--- config.mk ---
export PLATFORM = sky130hd
export DESIGN_NAME = priority_fifo_with_aging_unit
export DESIGN_NICKNAME = d
export VERILOG_FILES = /design/src/hdl/pfa_pkg.sv /design/src/hdl/priority_fifo_with_aging_unit.sv /design/src/hdl/pfa_cell.sv /design/src/hdl/pfa_cfg.sv
export SDC_FILE = /design/constraint.sdc
export NUM_CORES = 1
export LEC_CHECK = 0
export BUFFER_PORTS_ARGS = -buffer_cell sky130_fd_sc_hd__buf_2
export CORE_MARGIN = 1.5
export CORE_UTILIZATION = 34
export CTS_CLUSTER_DIAMETER = 100
export DETAILED_ROUTE_END_ITERATION = 12
export PLACE_DENSITY = 0.58
export SLEW_MARGIN = 15
export SYNTH_ARGS = -nofsm -noshare
export SYNTH_HDL_FRONTEND = slang
export SYNTH_HIERARCHICAL = 1
export SYNTH_SLANG_ARGS = --single-unit
--- constraint.sdc ---
create_clock -name clk -period 5.7 [get_ports clk]
set_input_delay 0.285 -clock clk [delete_from_list [all_inputs] [get_ports clk]]
set_output_delay 0.285 -clock clk [all_outputs]
set_load 0.02 [all_outputs]
--- src/hdl/pfa_pkg.sv ---
// ----------------------------------------------------------------------------
// pfa_pkg
// shared types and constants of the priority queue with aging
// ----------------------------------------------------------------------------
package pfa_pkg;

  localparam int DEPTH_DEF   = 16;
  localparam int ID_BITS_DEF = 10;
  localparam int PRI_W       = 8;
  localparam logic [PRI_W-1:0] MAX_PRI_RESET = 8'd255;
  localparam logic [PRI_W-1:0] PRI_FLOOR     = 8'd1;

  // operation carried in s_tuser
  typedef enum logic {
    CMD_INSERT   = 1'b0,
    CMD_RETRIEVE = 1'b1
  } pfa_cmd_t;

  // result code carried in m_tuser
  typedef enum logic [1:0] {
    ST_OK     = 2'd0,
    ST_FULL   = 2'd1,
    ST_EMPTY  = 2'd2,
    ST_BADPRI = 2'd3
  } pfa_status_t;

  // register indexes of the configuration port
  typedef enum logic {
    REG_PRI_LIMIT = 1'b0,
    REG_UNUSED    = 1'b1
  } pfa_reg_t;

  // broadcast from the controller to every cell
  typedef struct packed {
    logic             ins;
    logic             ret;
    logic [PRI_W-1:0] pri;
  } pfa_ctrl_t;

endpackage

--- src/hdl/priority_fifo_with_aging_unit.sv ---
// ----------------------------------------------------------------------------
// priority_fifo_with_aging_unit
// bounded priority queue with aging, built as a sorted chain of cells
// ----------------------------------------------------------------------------
// usage
//   s_* takes one command transaction: s_tuser is the operation (insert or
//   retrieve), s_tdata carries the id and priority of an insert.
//   m_* returns exactly one result transaction per command: m_tuser is the
//   status code, m_tdata the removed id and the occupancy afterwards.
//   pri_limit is set over the apb-style port while the queue is idle.
// timing
//   every command is applied to the whole chain in the cycle it is accepted;
//   the result is registered and appears on m_* in the following cycle
//   one command per cycle is sustained while m_tready stays high: all cells
//   shift, insert and age in parallel, so the cell update sets the rate
// reset
//   rst empties the queue (cell valid bits and count cleared) and sets
//   pri_limit to 255; no clearing pass is needed
// back-pressure
//   while a result waits with m_tready low, s_tready drops and the chain
//   holds; the result register frees as soon as its transaction completes
// ----------------------------------------------------------------------------
module priority_fifo_with_aging_unit #(
  parameter int DEPTH   = pfa_pkg::DEPTH_DEF,
  parameter int ID_BITS = pfa_pkg::ID_BITS_DEF,
  localparam int CNT_W     = $clog2(DEPTH + 1),
  localparam int IN_W      = ID_BITS + pfa_pkg::PRI_W,
  localparam int IN_TD_W   = ((IN_W + 7) / 8) * 8,
  localparam int OUT_W     = ID_BITS + CNT_W,
  localparam int OUT_TD_W  = ((OUT_W + 7) / 8) * 8
) (
  input  logic                clk,
  input  logic                rst,
  // command stream
  input  logic                s_tvalid,
  output logic                s_tready,
  input  logic [IN_TD_W-1:0]  s_tdata,   // entry_id, entry_priority, zero pad
  input  logic                s_tuser,   // cmd
  // result stream
  output logic                m_tvalid,
  input  logic                m_tready,
  output logic [OUT_TD_W-1:0] m_tdata,   // out_id, occupancy, zero pad
  output logic [1:0]          m_tuser,   // status
  // configuration port
  input  logic                psel,
  input  logic                penable,
  input  logic                pwrite,
  input  logic [2:0]          paddr,
  input  logic [31:0]         pwdata,
  output logic [31:0]         prdata,
  output logic                pready
);

  // unpacked command fields
  pfa_pkg::pfa_cmd_t          cmd;
  logic [ID_BITS-1:0]         entry_id;
  logic [pfa_pkg::PRI_W-1:0]  entry_priority;
  logic [pfa_pkg::PRI_W-1:0]  pri_limit;

  logic                       accept;
  logic [CNT_W-1:0]           count;
  logic [CNT_W-1:0]           count_next;
  pfa_pkg::pfa_status_t       status_next;
  pfa_pkg::pfa_ctrl_t         ctrl;

  // result register
  logic [ID_BITS-1:0]         out_id;
  logic [CNT_W-1:0]           occupancy;
  pfa_pkg::pfa_status_t       status;
  logic [ID_BITS-1:0]         out_id_next;

  // chain wiring
  logic [DEPTH-1:0]           cell_valid;
  logic [ID_BITS-1:0]         cell_id  [DEPTH];
  logic [pfa_pkg::PRI_W-1:0]  cell_pri [DEPTH];
  logic [DEPTH-1:0]           cell_keep;

  assign cmd            = pfa_pkg::pfa_cmd_t'(s_tuser);
  assign entry_id       = s_tdata[ID_BITS-1:0];
  assign entry_priority = s_tdata[IN_W-1:ID_BITS];

  // output register parts the two sides
  assign s_tready = !m_tvalid || m_tready;
  assign accept   = s_tvalid && s_tready;

  pfa_cfg u_cfg (
    .clk       (clk),
    .rst       (rst),
    .psel      (psel),
    .penable   (penable),
    .pwrite    (pwrite),
    .paddr     (paddr),
    .pwdata    (pwdata),
    .prdata    (prdata),
    .pready    (pready),
    .pri_limit (pri_limit)
  );

  // decide the operation; rejected commands leave the chain untouched
  always_comb begin
    status_next = pfa_pkg::ST_OK;
    count_next  = count;
    out_id_next = '0;
    ctrl.ins    = 1'b0;
    ctrl.ret    = 1'b0;
    ctrl.pri    = entry_priority;
    case (cmd)
      pfa_pkg::CMD_INSERT: begin
        // bad priority is checked before full
        if (entry_priority == '0 || entry_priority > pri_limit) begin
          status_next = pfa_pkg::ST_BADPRI;
        end else if (count == CNT_W'(DEPTH)) begin
          status_next = pfa_pkg::ST_FULL;
        end else begin
          ctrl.ins   = accept;
          count_next = count + CNT_W'(1);
        end
      end
      pfa_pkg::CMD_RETRIEVE: begin
        if (count == '0) begin
          status_next = pfa_pkg::ST_EMPTY;
        end else begin
          ctrl.ret    = accept;
          count_next  = count - CNT_W'(1);
          out_id_next = cell_id[0];
        end
      end
      default: begin
        status_next = pfa_pkg::ST_OK;
      end
    endcase
  end

  // the sorted chain, head at cell 0
  for (genvar i = 0; i < DEPTH; i++) begin : g_cell
    logic                      prev_valid;
    logic [ID_BITS-1:0]        prev_id;
    logic [pfa_pkg::PRI_W-1:0] prev_pri;
    logic                      prev_keep;
    logic                      next_valid;
    logic [ID_BITS-1:0]        next_id;
    logic [pfa_pkg::PRI_W-1:0] next_pri;

    if (i == 0) begin : g_head
      // head cell takes the new entry whenever it does not keep its own
      assign prev_valid = 1'b0;
      assign prev_id    = '0;
      assign prev_pri   = '0;
      assign prev_keep  = 1'b1;
    end else begin : g_body
      assign prev_valid = cell_valid[i-1];
      assign prev_id    = cell_id[i-1];
      assign prev_pri   = cell_pri[i-1];
      assign prev_keep  = cell_keep[i-1];
    end

    if (i == DEPTH - 1) begin : g_tail
      assign next_valid = 1'b0;
      assign next_id    = '0;
      assign next_pri   = '0;
    end else begin : g_inner
      assign next_valid = cell_valid[i+1];
      assign next_id    = cell_id[i+1];
      assign next_pri   = cell_pri[i+1];
    end

    pfa_cell #(
      .ID_BITS (ID_BITS)
    ) u_cell (
      .clk        (clk),
      .rst        (rst),
      .ctrl       (ctrl),
      .new_id     (entry_id),
      .prev_valid (prev_valid),
      .prev_id    (prev_id),
      .prev_pri   (prev_pri),
      .prev_keep  (prev_keep),
      .next_valid (next_valid),
      .next_id    (next_id),
      .next_pri   (next_pri),
      .valid      (cell_valid[i]),
      .id         (cell_id[i]),
      .pri        (cell_pri[i]),
      .keep       (cell_keep[i])
    );
  end

  // occupancy counter and result register
  always_ff @(posedge clk) begin
    if (rst) begin
      count    <= '0;
      m_tvalid <= 1'b0;
    end else begin
      if (accept) begin
        count    <= count_next;
        m_tvalid <= 1'b1;
      end else if (m_tready) begin
        m_tvalid <= 1'b0;
      end
    end
    if (accept) begin
      out_id    <= out_id_next;
      occupancy <= count_next;
      status    <= status_next;
    end
  end

  assign m_tdata = OUT_TD_W'({occupancy, out_id});
  assign m_tuser = status;

`ifndef SYNTHESIS
  // valid cells always form a prefix as long as the count
  a_valid_prefix: assert property (@(posedge clk) disable iff (rst)
    $countones(cell_valid) == 32'(count) && (cell_valid & (cell_valid + 1'b1)) == '0)
    else $error("cell valid bits disagree with occupancy count");

  // a rejected command leaves the count unchanged
  a_reject_holds: assert property (@(posedge clk) disable iff (rst)
    accept && status_next != pfa_pkg::ST_OK |=> count == $past(count))
    else $error("rejected transaction changed the queue");

  // only a successful retrieve reports an id
  a_id_zero: assert property (@(posedge clk) disable iff (rst)
    m_tvalid && status != pfa_pkg::ST_OK |-> out_id == '0)
    else $error("non-zero id on a rejected transaction");

  // head and second cell stay in order
  a_sorted_head: assert property (@(posedge clk) disable iff (rst)
    cell_valid[1] |-> cell_pri[0] <= cell_pri[1])
    else $error("chain head out of priority order");
`endif

endmodule

--- src/hdl/pfa_cell.sv ---
// ----------------------------------------------------------------------------
// pfa_cell
// one slot of the sorted chain: holds an entry, shifts, inserts and ages
// ----------------------------------------------------------------------------
module pfa_cell #(
  parameter int ID_BITS = pfa_pkg::ID_BITS_DEF
) (
  input  logic                     clk,
  input  logic                     rst,
  input  pfa_pkg::pfa_ctrl_t       ctrl,
  input  logic [ID_BITS-1:0]       new_id,
  // neighbour towards the head
  input  logic                     prev_valid,
  input  logic [ID_BITS-1:0]       prev_id,
  input  logic [pfa_pkg::PRI_W-1:0] prev_pri,
  input  logic                     prev_keep,
  // neighbour towards the tail
  input  logic                     next_valid,
  input  logic [ID_BITS-1:0]       next_id,
  input  logic [pfa_pkg::PRI_W-1:0] next_pri,
  // own contents
  output logic                     valid,
  output logic [ID_BITS-1:0]       id,
  output logic [pfa_pkg::PRI_W-1:0] pri,
  output logic                     keep
);

  logic                      valid_next;
  logic [ID_BITS-1:0]        id_next;
  logic [pfa_pkg::PRI_W-1:0] pri_next;

  // entry stays put on insert when it is served no later than the new one
  assign keep = valid && (pri <= ctrl.pri);

  always_comb begin
    valid_next = valid;
    id_next    = id;
    pri_next   = pri;
    if (ctrl.ins && !keep) begin
      if (prev_keep) begin
        valid_next = 1'b1;
        id_next    = new_id;
        pri_next   = ctrl.pri;
      end else begin
        valid_next = prev_valid;
        id_next    = prev_id;
        pri_next   = prev_pri;
      end
    end else if (ctrl.ret) begin
      // pull towards the head and age by one, floor of one
      valid_next = next_valid;
      id_next    = next_id;
      pri_next   = (next_pri > pfa_pkg::PRI_FLOOR) ? next_pri - pfa_pkg::PRI_FLOOR : next_pri;
    end
  end

  always_ff @(posedge clk) begin
    if (rst) begin
      valid <= 1'b0;
    end else begin
      valid <= valid_next;
    end
    id  <= id_next;
    pri <= pri_next;
  end

endmodule

--- src/hdl/pfa_cfg.sv ---
// ----------------------------------------------------------------------------
// pfa_cfg
// configuration register file behind the apb-style port
// ----------------------------------------------------------------------------
module pfa_cfg (
  input  logic                      clk,
  input  logic                      rst,
  input  logic                      psel,
  input  logic                      penable,
  input  logic                      pwrite,
  input  logic [2:0]                paddr,
  input  logic [31:0]               pwdata,
  output logic [31:0]               prdata,
  output logic                      pready,
  output logic [pfa_pkg::PRI_W-1:0] pri_limit
);

  pfa_pkg::pfa_reg_t reg_sel;
  logic              wr_en;

  assign reg_sel = pfa_pkg::pfa_reg_t'(paddr[2]);
  assign pready  = 1'b1;
  assign wr_en   = psel && penable && pwrite && pready;

  always_ff @(posedge clk) begin
    if (rst) begin
      pri_limit <= pfa_pkg::MAX_PRI_RESET;
    end else if (wr_en && reg_sel == pfa_pkg::REG_PRI_LIMIT) begin
      pri_limit <= pwdata[pfa_pkg::PRI_W-1:0];
    end
  end

  always_comb begin
    case (reg_sel)
      pfa_pkg::REG_PRI_LIMIT: prdata = 32'(pri_limit);
      default:                prdata = 32'd0;
    endcase
  end

endmodule
==> results.json, run 1 <==
{
  "yosysWarningCount": 6,
  "start_util": 0.343,
  "via_per_inst": 5.41,
  "numCtsBuffers": 42,
  "dp_hpwl_mm": 49.8,
  "preCtsSetupSlack_ps": 1280,
  "relSlewSlack": 0.243,
  "slowest_stage": "nand2b_1",
  "startpoint": "u_cfg/pri_limit[5]",
  "r2r-end": "g_cell[11].u_cell/pri[3]",
  "powerDensity_nw_per_um2": 309,
  "wl_per_cell_um": 20.7,
  "finalHoldViolCount": 0,
  "drcViolationCount": 0,
  "crit_family": "compound AO/OA/AOI/OAI gates",
  "grt_pass1_vias": 19200,
  "layout_common_cells": "320 x mux2_2, 305 x edfxtp_1, 281 x mux2i_1",
  "cts_root_buffer": "clkbuf_16",
  "r2r-start": "u_cfg/pri_limit[5]",
  "routabilityCongestion": 0.854,
  "row_count": 100,
  "vdd_drop_max_mv": 0.212,
  "io_buffers": 61,
  "min_path_cells": 3,
  "drv_cap": 0,
  "whs_ps": 16.8,
  "period_needed_ps": 4080,
  "status": "completed",
  "holdPathEnd": "u_cfg/pri_limit[5]",
  "drive_gt1_frac": 0.235,
  "drt_iter0_markers": 1277,
  "hp-class": "in2reg",
  "overflow": 0,
  "fin_nets": 2650,
  "setup_viol": 0,
  "path_class": "reg2reg",
  "numClockSinks": 335,
  "die_h_um": 276,
  "critPathBufInv": 2,
  "crit_fanout": 48,
  "via_count": 18500,
  "fmax_ghz": 0.245,
  "fin_worst_skew_ps": 32.7,
  "post-cts-setup-buffers": 0,
  "area_growth_pct": 11.7,
  "fin_ws_ps": 1620,
  "synth_area_um2": 25400,
  "track_usage": 0.180,
  "first_pass_iters": 6,
  "antenna_found_initial": 2,
  "worstSetupStartpointType": "register",
  "die-area_um2": 76400,
  "coreArea_um2": 74200,
  "grt_pass1_wl_mm": 109,
  "grt_max_degree": 49,
  "path_cells": "inv_1 -> ha_1 -> a211oi_2 -> nor2_1 -> o31ai_2 -> o21ai_2 -> nor3_2 -> buf_4 -> o311ai_0 -> nand2b_1",
  "avgSynthCellArea_um2": 11.2,
  "tightest_slew_ps": 1140,
  "antenna_violating_nets_post_route": 0,
  "finalSetupTns_ps": 0,
  "rsz0062_at_grt": "no",
  "worst_ep_arrival_time_ps": 4250,
  "critPathRequiredTime_ps": 5870,
  "critical-path-max-stage-delay_ps": 850,
  "regToRegSetupSlack_ps": 1620,
  "fin_crit_sh": 0.717,
  "drt-total-wl_mm": 70.9,
  "p_leak_nw": 10.5,
  "layout_commonest_cell": "mux2_2",
  "clkLatencyLatePin_ps": 580,
  "htreeDepth": 2,
  "clock_path_buffers": 3,
  "dieWidth_um": 276,
  "maxSlewViolCount": 0,
  "worstHoldStart": "pwdata[5]",
  "syn-instance-count": 2276,
  "clk_pin_slew_ps": 60,
  "end_kind": "register",
  "cts_tree": "done",
  "r2r_cells": 10,
  "ioPinCount": 120,
  "power_w": 0.00877
}
-- layer usage --
metal,part of all wire,track usage,vias to the layer above
met3,0.039,0.0203,143
met4,0.039,0.0772,0
met5,0,0,-
li1,-,-,8713
met1,0.43,0.228,9158
met2,0.49,0.311,491
-- area by class of cell --
| cell class | count | area (um2) |
|---|---|---|
| fill | 7154 | 45800 |
| clock inverter | 26 | 260 |
| clock buffer | 52 | 1140 |
| antenna | 3 | 7.51 |
| sequential | 335 | 9760 |
| multi-input combinational | 1723 | 14600 |
| tap | 969 | 1210 |
| inverter | 207 | 777 |
| timing repair buffer | 104 | 651 |
-- worst reg2reg max path, delay by kind of cell, from the launching register on --
kind                       cells  cell delay (ps)
buffers and inverters          2              610
AOI/OAI and AO/OA              4             1250
adders and majority gates      1              300
DFF                            1              350
and+or+nand+nor                3             1160
-- how the worst max path moves through the flow --
stage / slack, ps / endpoint / cells past startpoint
after floorplan: 260 / g_cell[0].u_cell/id[0] / 10
after global placement: 1370 / g_cell[3].u_cell/id[2] / 11
after detailed placement: 1280 / g_cell[12].u_cell/id[2] / 10
after CTS: 1630 / g_cell[11].u_cell/pri[3] / 10
after global routing: 1390 / g_cell[14].u_cell/id[9] / 10
final: 1620 / g_cell[11].u_cell/pri[3] / 10
-- power by group --
| group | leakage (nW) | internal [W] | total (W) | switching, W |
|---|---|---|---|---|
| clock | 0.692 | 0.00161 | 0.00271 | 0.00110 |
| sequential | 3.13 | 0.00325 | 0.00370 | 0.000455 |
| combinational | 6.69 | 0.00104 | 0.00236 | 0.00131 |
| total | 10.5 | 0.00590 | 0.00877 | 0.00287 |
-- sequential cells by signal, summed over array words and instances, names as in the netlist --
signal,count
u_cfg/pri_limit,8
m_tvalid,1
count,5
m_tuser,2
occupancy,5
g_cell.u_cell/pri,128
out_id,10
g_cell.u_cell/id,160
g_cell.u_cell/valid,16
-- per-stage QoR --
| stage | util | cells | area, um2 |
|---|---|---|---|
| global placement | 0.363 | 3329 | 26900 |
| global route | 0.383 | 3418 | 28400 |
| CTS | 0.383 | 3416 | 28400 |
| floorplan | - | 2364 | 25700 |
| finish | 0.383 | 3419 | 28400 |
| detailed placement | 0.363 | 3329 | 26900 |
-- timing repair --
item / CTS / global route
hold endpoints to repair: 8 / 0
resized for setup: 0 / 0
hold buffers: 9 / 0
Power figures use the tool's default switching activity.
==> inputs of run 2 (changes only) <==
clock period = 3.6 ns   (was 5.7 ns; I/O delays follow)
==> results.json, run 2 (synthesized netlist as in run 1, its figures left out) <==
{
  "status": "completed",
  "preCtsSetupSlack_ps": 276,
  "io_buffers": 61,
  "numClockSinks": 335,
  "maxSlewViolCount": 0,
  "via_count": 18400,
  "critPathRequiredTime_ps": 3990,
  "clk_pin_slew_ps": 60,
  "min_path_cells": 3,
  "ioPinCount": 120,
  "multiInputGateArea_um2": 14600,
  "fin_ws_ps": 465,
  "final.fill_count": 7180,
  "die_h_um": 276,
  "dp_hpwl_mm": 48.8,
  "numCtsBuffers": 42,
  "diodes": 0,
  "start_util": 0.343,
  "worstHoldStart": "penable",
  "r2r-start": "u_cfg/pri_limit[5]",
  "grt_pass1_vias": 19300,
  "row_count": 100,
  "holdPathEnd": "u_cfg/pri_limit[1]",
  "ctsResizeCount": 0,
  "max_flop_register": "g_cell.u_cell/id",
  "routabilityCongestion": 0.819,
  "layout_commonest_cell": "mux2_2",
  "first_pass_iters": 5,
  "grt_max_degree": 66,
  "crit_fanout": 48,
  "grt_pass1_wl_mm": 105,
  "regToRegSetupSlack_ps": 460,
  "cts_tree": "done",
  "htreeDepth": 2,
  "hp-class": "in2reg",
  "placement.cell_area_um2": 27400,
  "fin_util": 0.391,
  "vdd_drop_max_mv": 0.352,
  "coreArea_um2": 74200,
  "fin_worst_skew_ps": 31.3,
  "tightest_slew_ps": 919,
  "design_area_um2": 29000,
  "relSlewSlack": 0.387,
  "worstSetupStartpointType": "register",
  "setup_viol": 0,
  "area_growth_pct": 14.1,
  "overflow": 0,
  "period_needed_ps": 3140,
  "largest_reg_flops": 160,
  "rsz0062_at_grt": "no",
  "worst_ep_arrival_time_ps": 3520,
  "wl_per_cell_um": 18.8,
  "drt_iter0_markers": 1004,
  "finalHoldViolCount": 0,
  "drt-total-wl_mm": 65.4,
  "r2r_cells": 11,
  "layout_common_cells": "320 x mux2_2, 305 x edfxtp_1, 281 x mux2i_1",
  "drcViolationCount": 0,
  "die-area_um2": 76400,
  "p_leak_nw": 10.8,
  "largestRegisters": "g_cell.u_cell/id x160, g_cell.u_cell/pri x128, g_cell.u_cell/valid x16",
  "antenna_found_initial": 0,
  "fin_nets": 2706,
  "powerDensity_nw_per_um2": 486,
  "drv_cap": 0,
  "finalSetupTns_ps": 0,
  "regArea_um2": 9760,
  "dieWidth_um": 276,
  "track_usage": 0.169,
  "drive_gt1_frac": 0.256,
  "end_kind": "register",
  "clkLatencyLatePin_ps": 570,
  "r2r-end": "g_cell[9].u_cell/pri[4]",
  "fmax_ghz": 0.319,
  "fin_crit_sh": 0.871,
  "cts_root_buffer": "clkbuf_16",
  "path_class": "reg2reg",
  "antenna_violating_nets_post_route": 0,
  "clock_path_buffers": 3,
  "via_per_inst": 5.29
}
-- run 2: cell types whose count changed in the layout (fill, tap and decap cells not counted), moves of 4 or more --
| cell | before | now |
|---|---|---|
| bufinv_16 | 4 | 8 |
| nand2b_2 | 0 | 16 |
| nand2b_1 | 33 | 17 |
| clkinv_2 | 11 | 4 |
| buf_4 | 34 | 82 |
| buf_12 | 0 | 6 |
-- run 2: final cells by class --
class	instances	area share
Clock buffer	54	0.0392
Clock inverter	23	0.0116
Inverter	207	0.0268
Multi-Input combinational cell	1723	0.505
Sequential cell	335	0.336
Tap cell	969	0.0418
Timing Repair Buffer	160	0.0397
-- run 2: worst max-delay path by stage --
| stage | slack (ps) | end | from |
|---|---|---|---|
| after floorplan | 70 | g_cell[13].u_cell/id[7] | u_cfg/pri_limit[5] |
| after global placement | 340 | g_cell[10].u_cell/pri[5] | s_tdata[11] |
| after detailed placement | 280 | g_cell[11].u_cell/pri[5] | s_tdata[15] |
| after CTS | 430 | g_cell[9].u_cell/pri[4] | u_cfg/pri_limit[5] |
| after global routing | 180 | g_cell[10].u_cell/pri[5] | u_cfg/pri_limit[5] |
| final | 460 | g_cell[9].u_cell/pri[4] | u_cfg/pri_limit[5] |
-- run 2: report_power, final --
group / internal (W) / switching [W] / total, W
clock network: 0.00281 / 0.00172 / 0.00452
registers: 0.00513 / 0.000681 / 0.00581
logic: 0.00173 / 0.00204 / 0.00377
-- run 2: worst max-delay path, cell delays in order, from the launching register on --
cell	delay [ps]
dfxtp_1	350
inv_1	60
ha_1	300
a211oi_2	180
nor2_1	100
and4bb_1	330
o21ai_2	100
nor3_4	160
buf_12	240
o311a_1	560
buf_4	290
mux2i_1	230
-- run 2: repair_timing --
item / in CTS / in global routing
setup buffers: 0 / 0
endpoints found under the setup margin: 0 / 0
hold endpoints to repair: 10 / 0
hold buffers: 11 / 0
-- run 2: per-stage QoR --
| step | power (W) | instances | hold slack (ps) |
|---|---|---|---|
| after CTS | 0.0142 | 3471 | 224 |
| after global routing | 0.0149 | 3471 | 252 |
| after floorplan | 0.00842 | 2364 | 253 |
| after detailed placement | 0.00963 | 3383 | 431 |
| final | 0.0141 | 3471 | 267 |
| after global placement | 0.00943 | 3383 | 429 |
-- run 2: per-layer routing --
metal / vias up / wire, um / GRT usage
met5: - / 0 / 0
met4: 0 / 2030 / 0.0602
li1: 8844 / - / -
met2: 372 / 32100 / 0.298
met1: 9055 / 29100 / 0.213
met3: 104 / 2210 / 0.0200
==> inputs of run 3 (changes only) <==
PLACE_DENSITY = 0.56   (was 0.58)
clock period = 4 ns   (was 3.6 ns; I/O delays follow)
==> results.json, run 3 (synthesized netlist as in run 1, its figures left out) <==
{
  "ctsResizeCount": 0,
  "status": "completed",
  "p_leak_nw": 10.7,
  "grt_pass1_vias": 18900,
  "largestRegisters": "g_cell.u_cell/id x160, g_cell.u_cell/pri x128, g_cell.u_cell/valid x16",
  "end_kind": "register",
  "drv_cap": 0,
  "dp_hpwl_mm": 49.4,
  "routabilityCongestion": 0.805,
  "finalSetupTns_ps": 0,
  "overflow": 0,
  "die_h_um": 276,
  "wl_per_cell_um": 19.1,
  "numCtsBuffers": 41,
  "worstSetupStartpointType": "register",
  "power_w": 0.0126,
  "antenna_violating_nets_post_route": 0,
  "vdd_drop_max_mv": 0.240,
  "hp-class": "in2reg",
  "antenna_found_initial": 2,
  "clk_pin_slew_ps": 60,
  "maxSlewViolCount": 0,
  "ioPinCount": 120,
  "row_count": 100,
  "cts_root_buffer": "clkbuf_16",
  "clkLatencyLatePin_ps": 590,
  "first_pass_iters": 5,
  "fin_nets": 2686,
  "critPathRequiredTime_ps": 4430,
  "powerDensity_nw_per_um2": 438,
  "grt_pass1_wl_mm": 106,
  "die-area_um2": 76400,
  "rsz0062_at_grt": "no",
  "routed.top_layer": "met4",
  "dr_wl_met2_mm": 32.6,
  "worst_ep_arrival_time_ps": 3930,
  "final.fill_count": 7166,
  "setup_viol": 0,
  "crit_fanout": 48,
  "coreArea_um2": 74200,
  "finalHoldViolCount": 0,
  "period_needed_ps": 3500,
  "start_util": 0.343,
  "area_growth_pct": 13.5,
  "max_flop_register": "g_cell.u_cell/id",
  "drive_gt1_frac": 0.243,
  "largest_reg_flops": 160,
  "layout_common_cells": "320 x mux2_2, 305 x edfxtp_1, 281 x mux2i_1",
  "fin_crit_sh": 0.875,
  "via_count": 18100,
  "fin_worst_skew_ps": 39.4,
  "track_usage": 0.171,
  "wl_met1_mm": 29.8,
  "htreeDepth": 2,
  "via_per_inst": 5.25,
  "cts_tree": "done",
  "io_buffers": 61,
  "grt_max_degree": 49,
  "numClockSinks": 335,
  "post-cts-setup-buffers": 0,
  "clock_path_buffers": 3,
  "fmax_ghz": 0.286,
  "drt_iter0_markers": 977,
  "drt-total-wl_mm": 66.0,
  "tightest_slew_ps": 773,
  "dieWidth_um": 276,
  "drcViolationCount": 0,
  "path_class": "reg2reg",
  "relSlewSlack": 0.485,
  "layout_commonest_cell": "mux2_2",
  "route.met3.wl_mm": 2.09
}
-- run 3: cell count changes in the layout (fill, tap and decap cells not counted), sizes merged --
cell	delta
diode	+1
buf	-19
bufinv	-2
clkinvlp	-2
clkbuf	+5
clkinv	-2
inv	-1
-- run 3: cell type report --
class | count | area [um2] | area share
clock buffer | 59 | 1140 | 0.0397
clock inverter | 16 | 299 | 0.0104
timing repair buffer | 141 | 1050 | 0.0363
multi-input combinational | 1723 | 14600 | 0.506
antenna | 1 | 2.50 | 0.0000868
inverter | 207 | 777 | 0.0269
sequential | 335 | 9760 | 0.338
tap | 969 | 1210 | 0.0420
-- run 3: worst max-delay path, cell delays in order, from the launching register on --
cell      delay, ps
dfxtp_1         360
inv_1            60
ha_1            300
a211oi_2        170
nor2_1          100
and4bb_1        340
o21ai_2         230
nor3_4          260
buf_12          230
o311a_1         710
buf_4           320
mux2i_1         230
-- run 3: layer usage --
metal,global-route usage,vias to the layer above
met1,0.220,8909
met3,0.0189,93
li1,-,8787
met5,0,-
met4,0.0497,0
met2,0.301,338
-- run 3: power by group --
group          total (W)  internal (W)  switching, W
registers        0.00523       0.00461      0.000620
logic            0.00339       0.00156       0.00183
clock network    0.00401       0.00241       0.00160
total             0.0126       0.00858       0.00405
-- run 3: worst paths after layout --
path                       from                       to  slack (ps)  depth (start not counted)
min                 s_tdata[16]  g_cell[0].u_cell/pri[6]         200                          3
max          u_cfg/pri_limit[5]  g_cell[2].u_cell/pri[4]         500                         11
max reg2reg  u_cfg/pri_limit[5]  g_cell[2].u_cell/pri[4]         500                         11
min reg2reg            count[4]                 count[4]         530                          2
-- run 3: what timing repair did --
item	in CTS	in global routing
endpoints found under the hold margin	10	0
endpoints found under the setup margin	0	0
hold buffers	11	0
-- run 3: metrics by stage --
| stage | worst slack, ps | hold WS [ps] | std cells | area (um2) | util |
|---|---|---|---|---|---|
| finish | 501 | 203 | 3451 | 28800 | 0.389 |
| global route | 238 | 251 | 3451 | 28800 | 0.389 |
| CTS | 406 | 199 | 3450 | 28800 | 0.389 |
| detailed placement | 418 | 462 | 3364 | 27300 | 0.368 |
| global placement | 446 | 450 | 3364 | 27300 | 0.368 |
| floorplan | 336 | 273 | 2364 | 25800 | - |
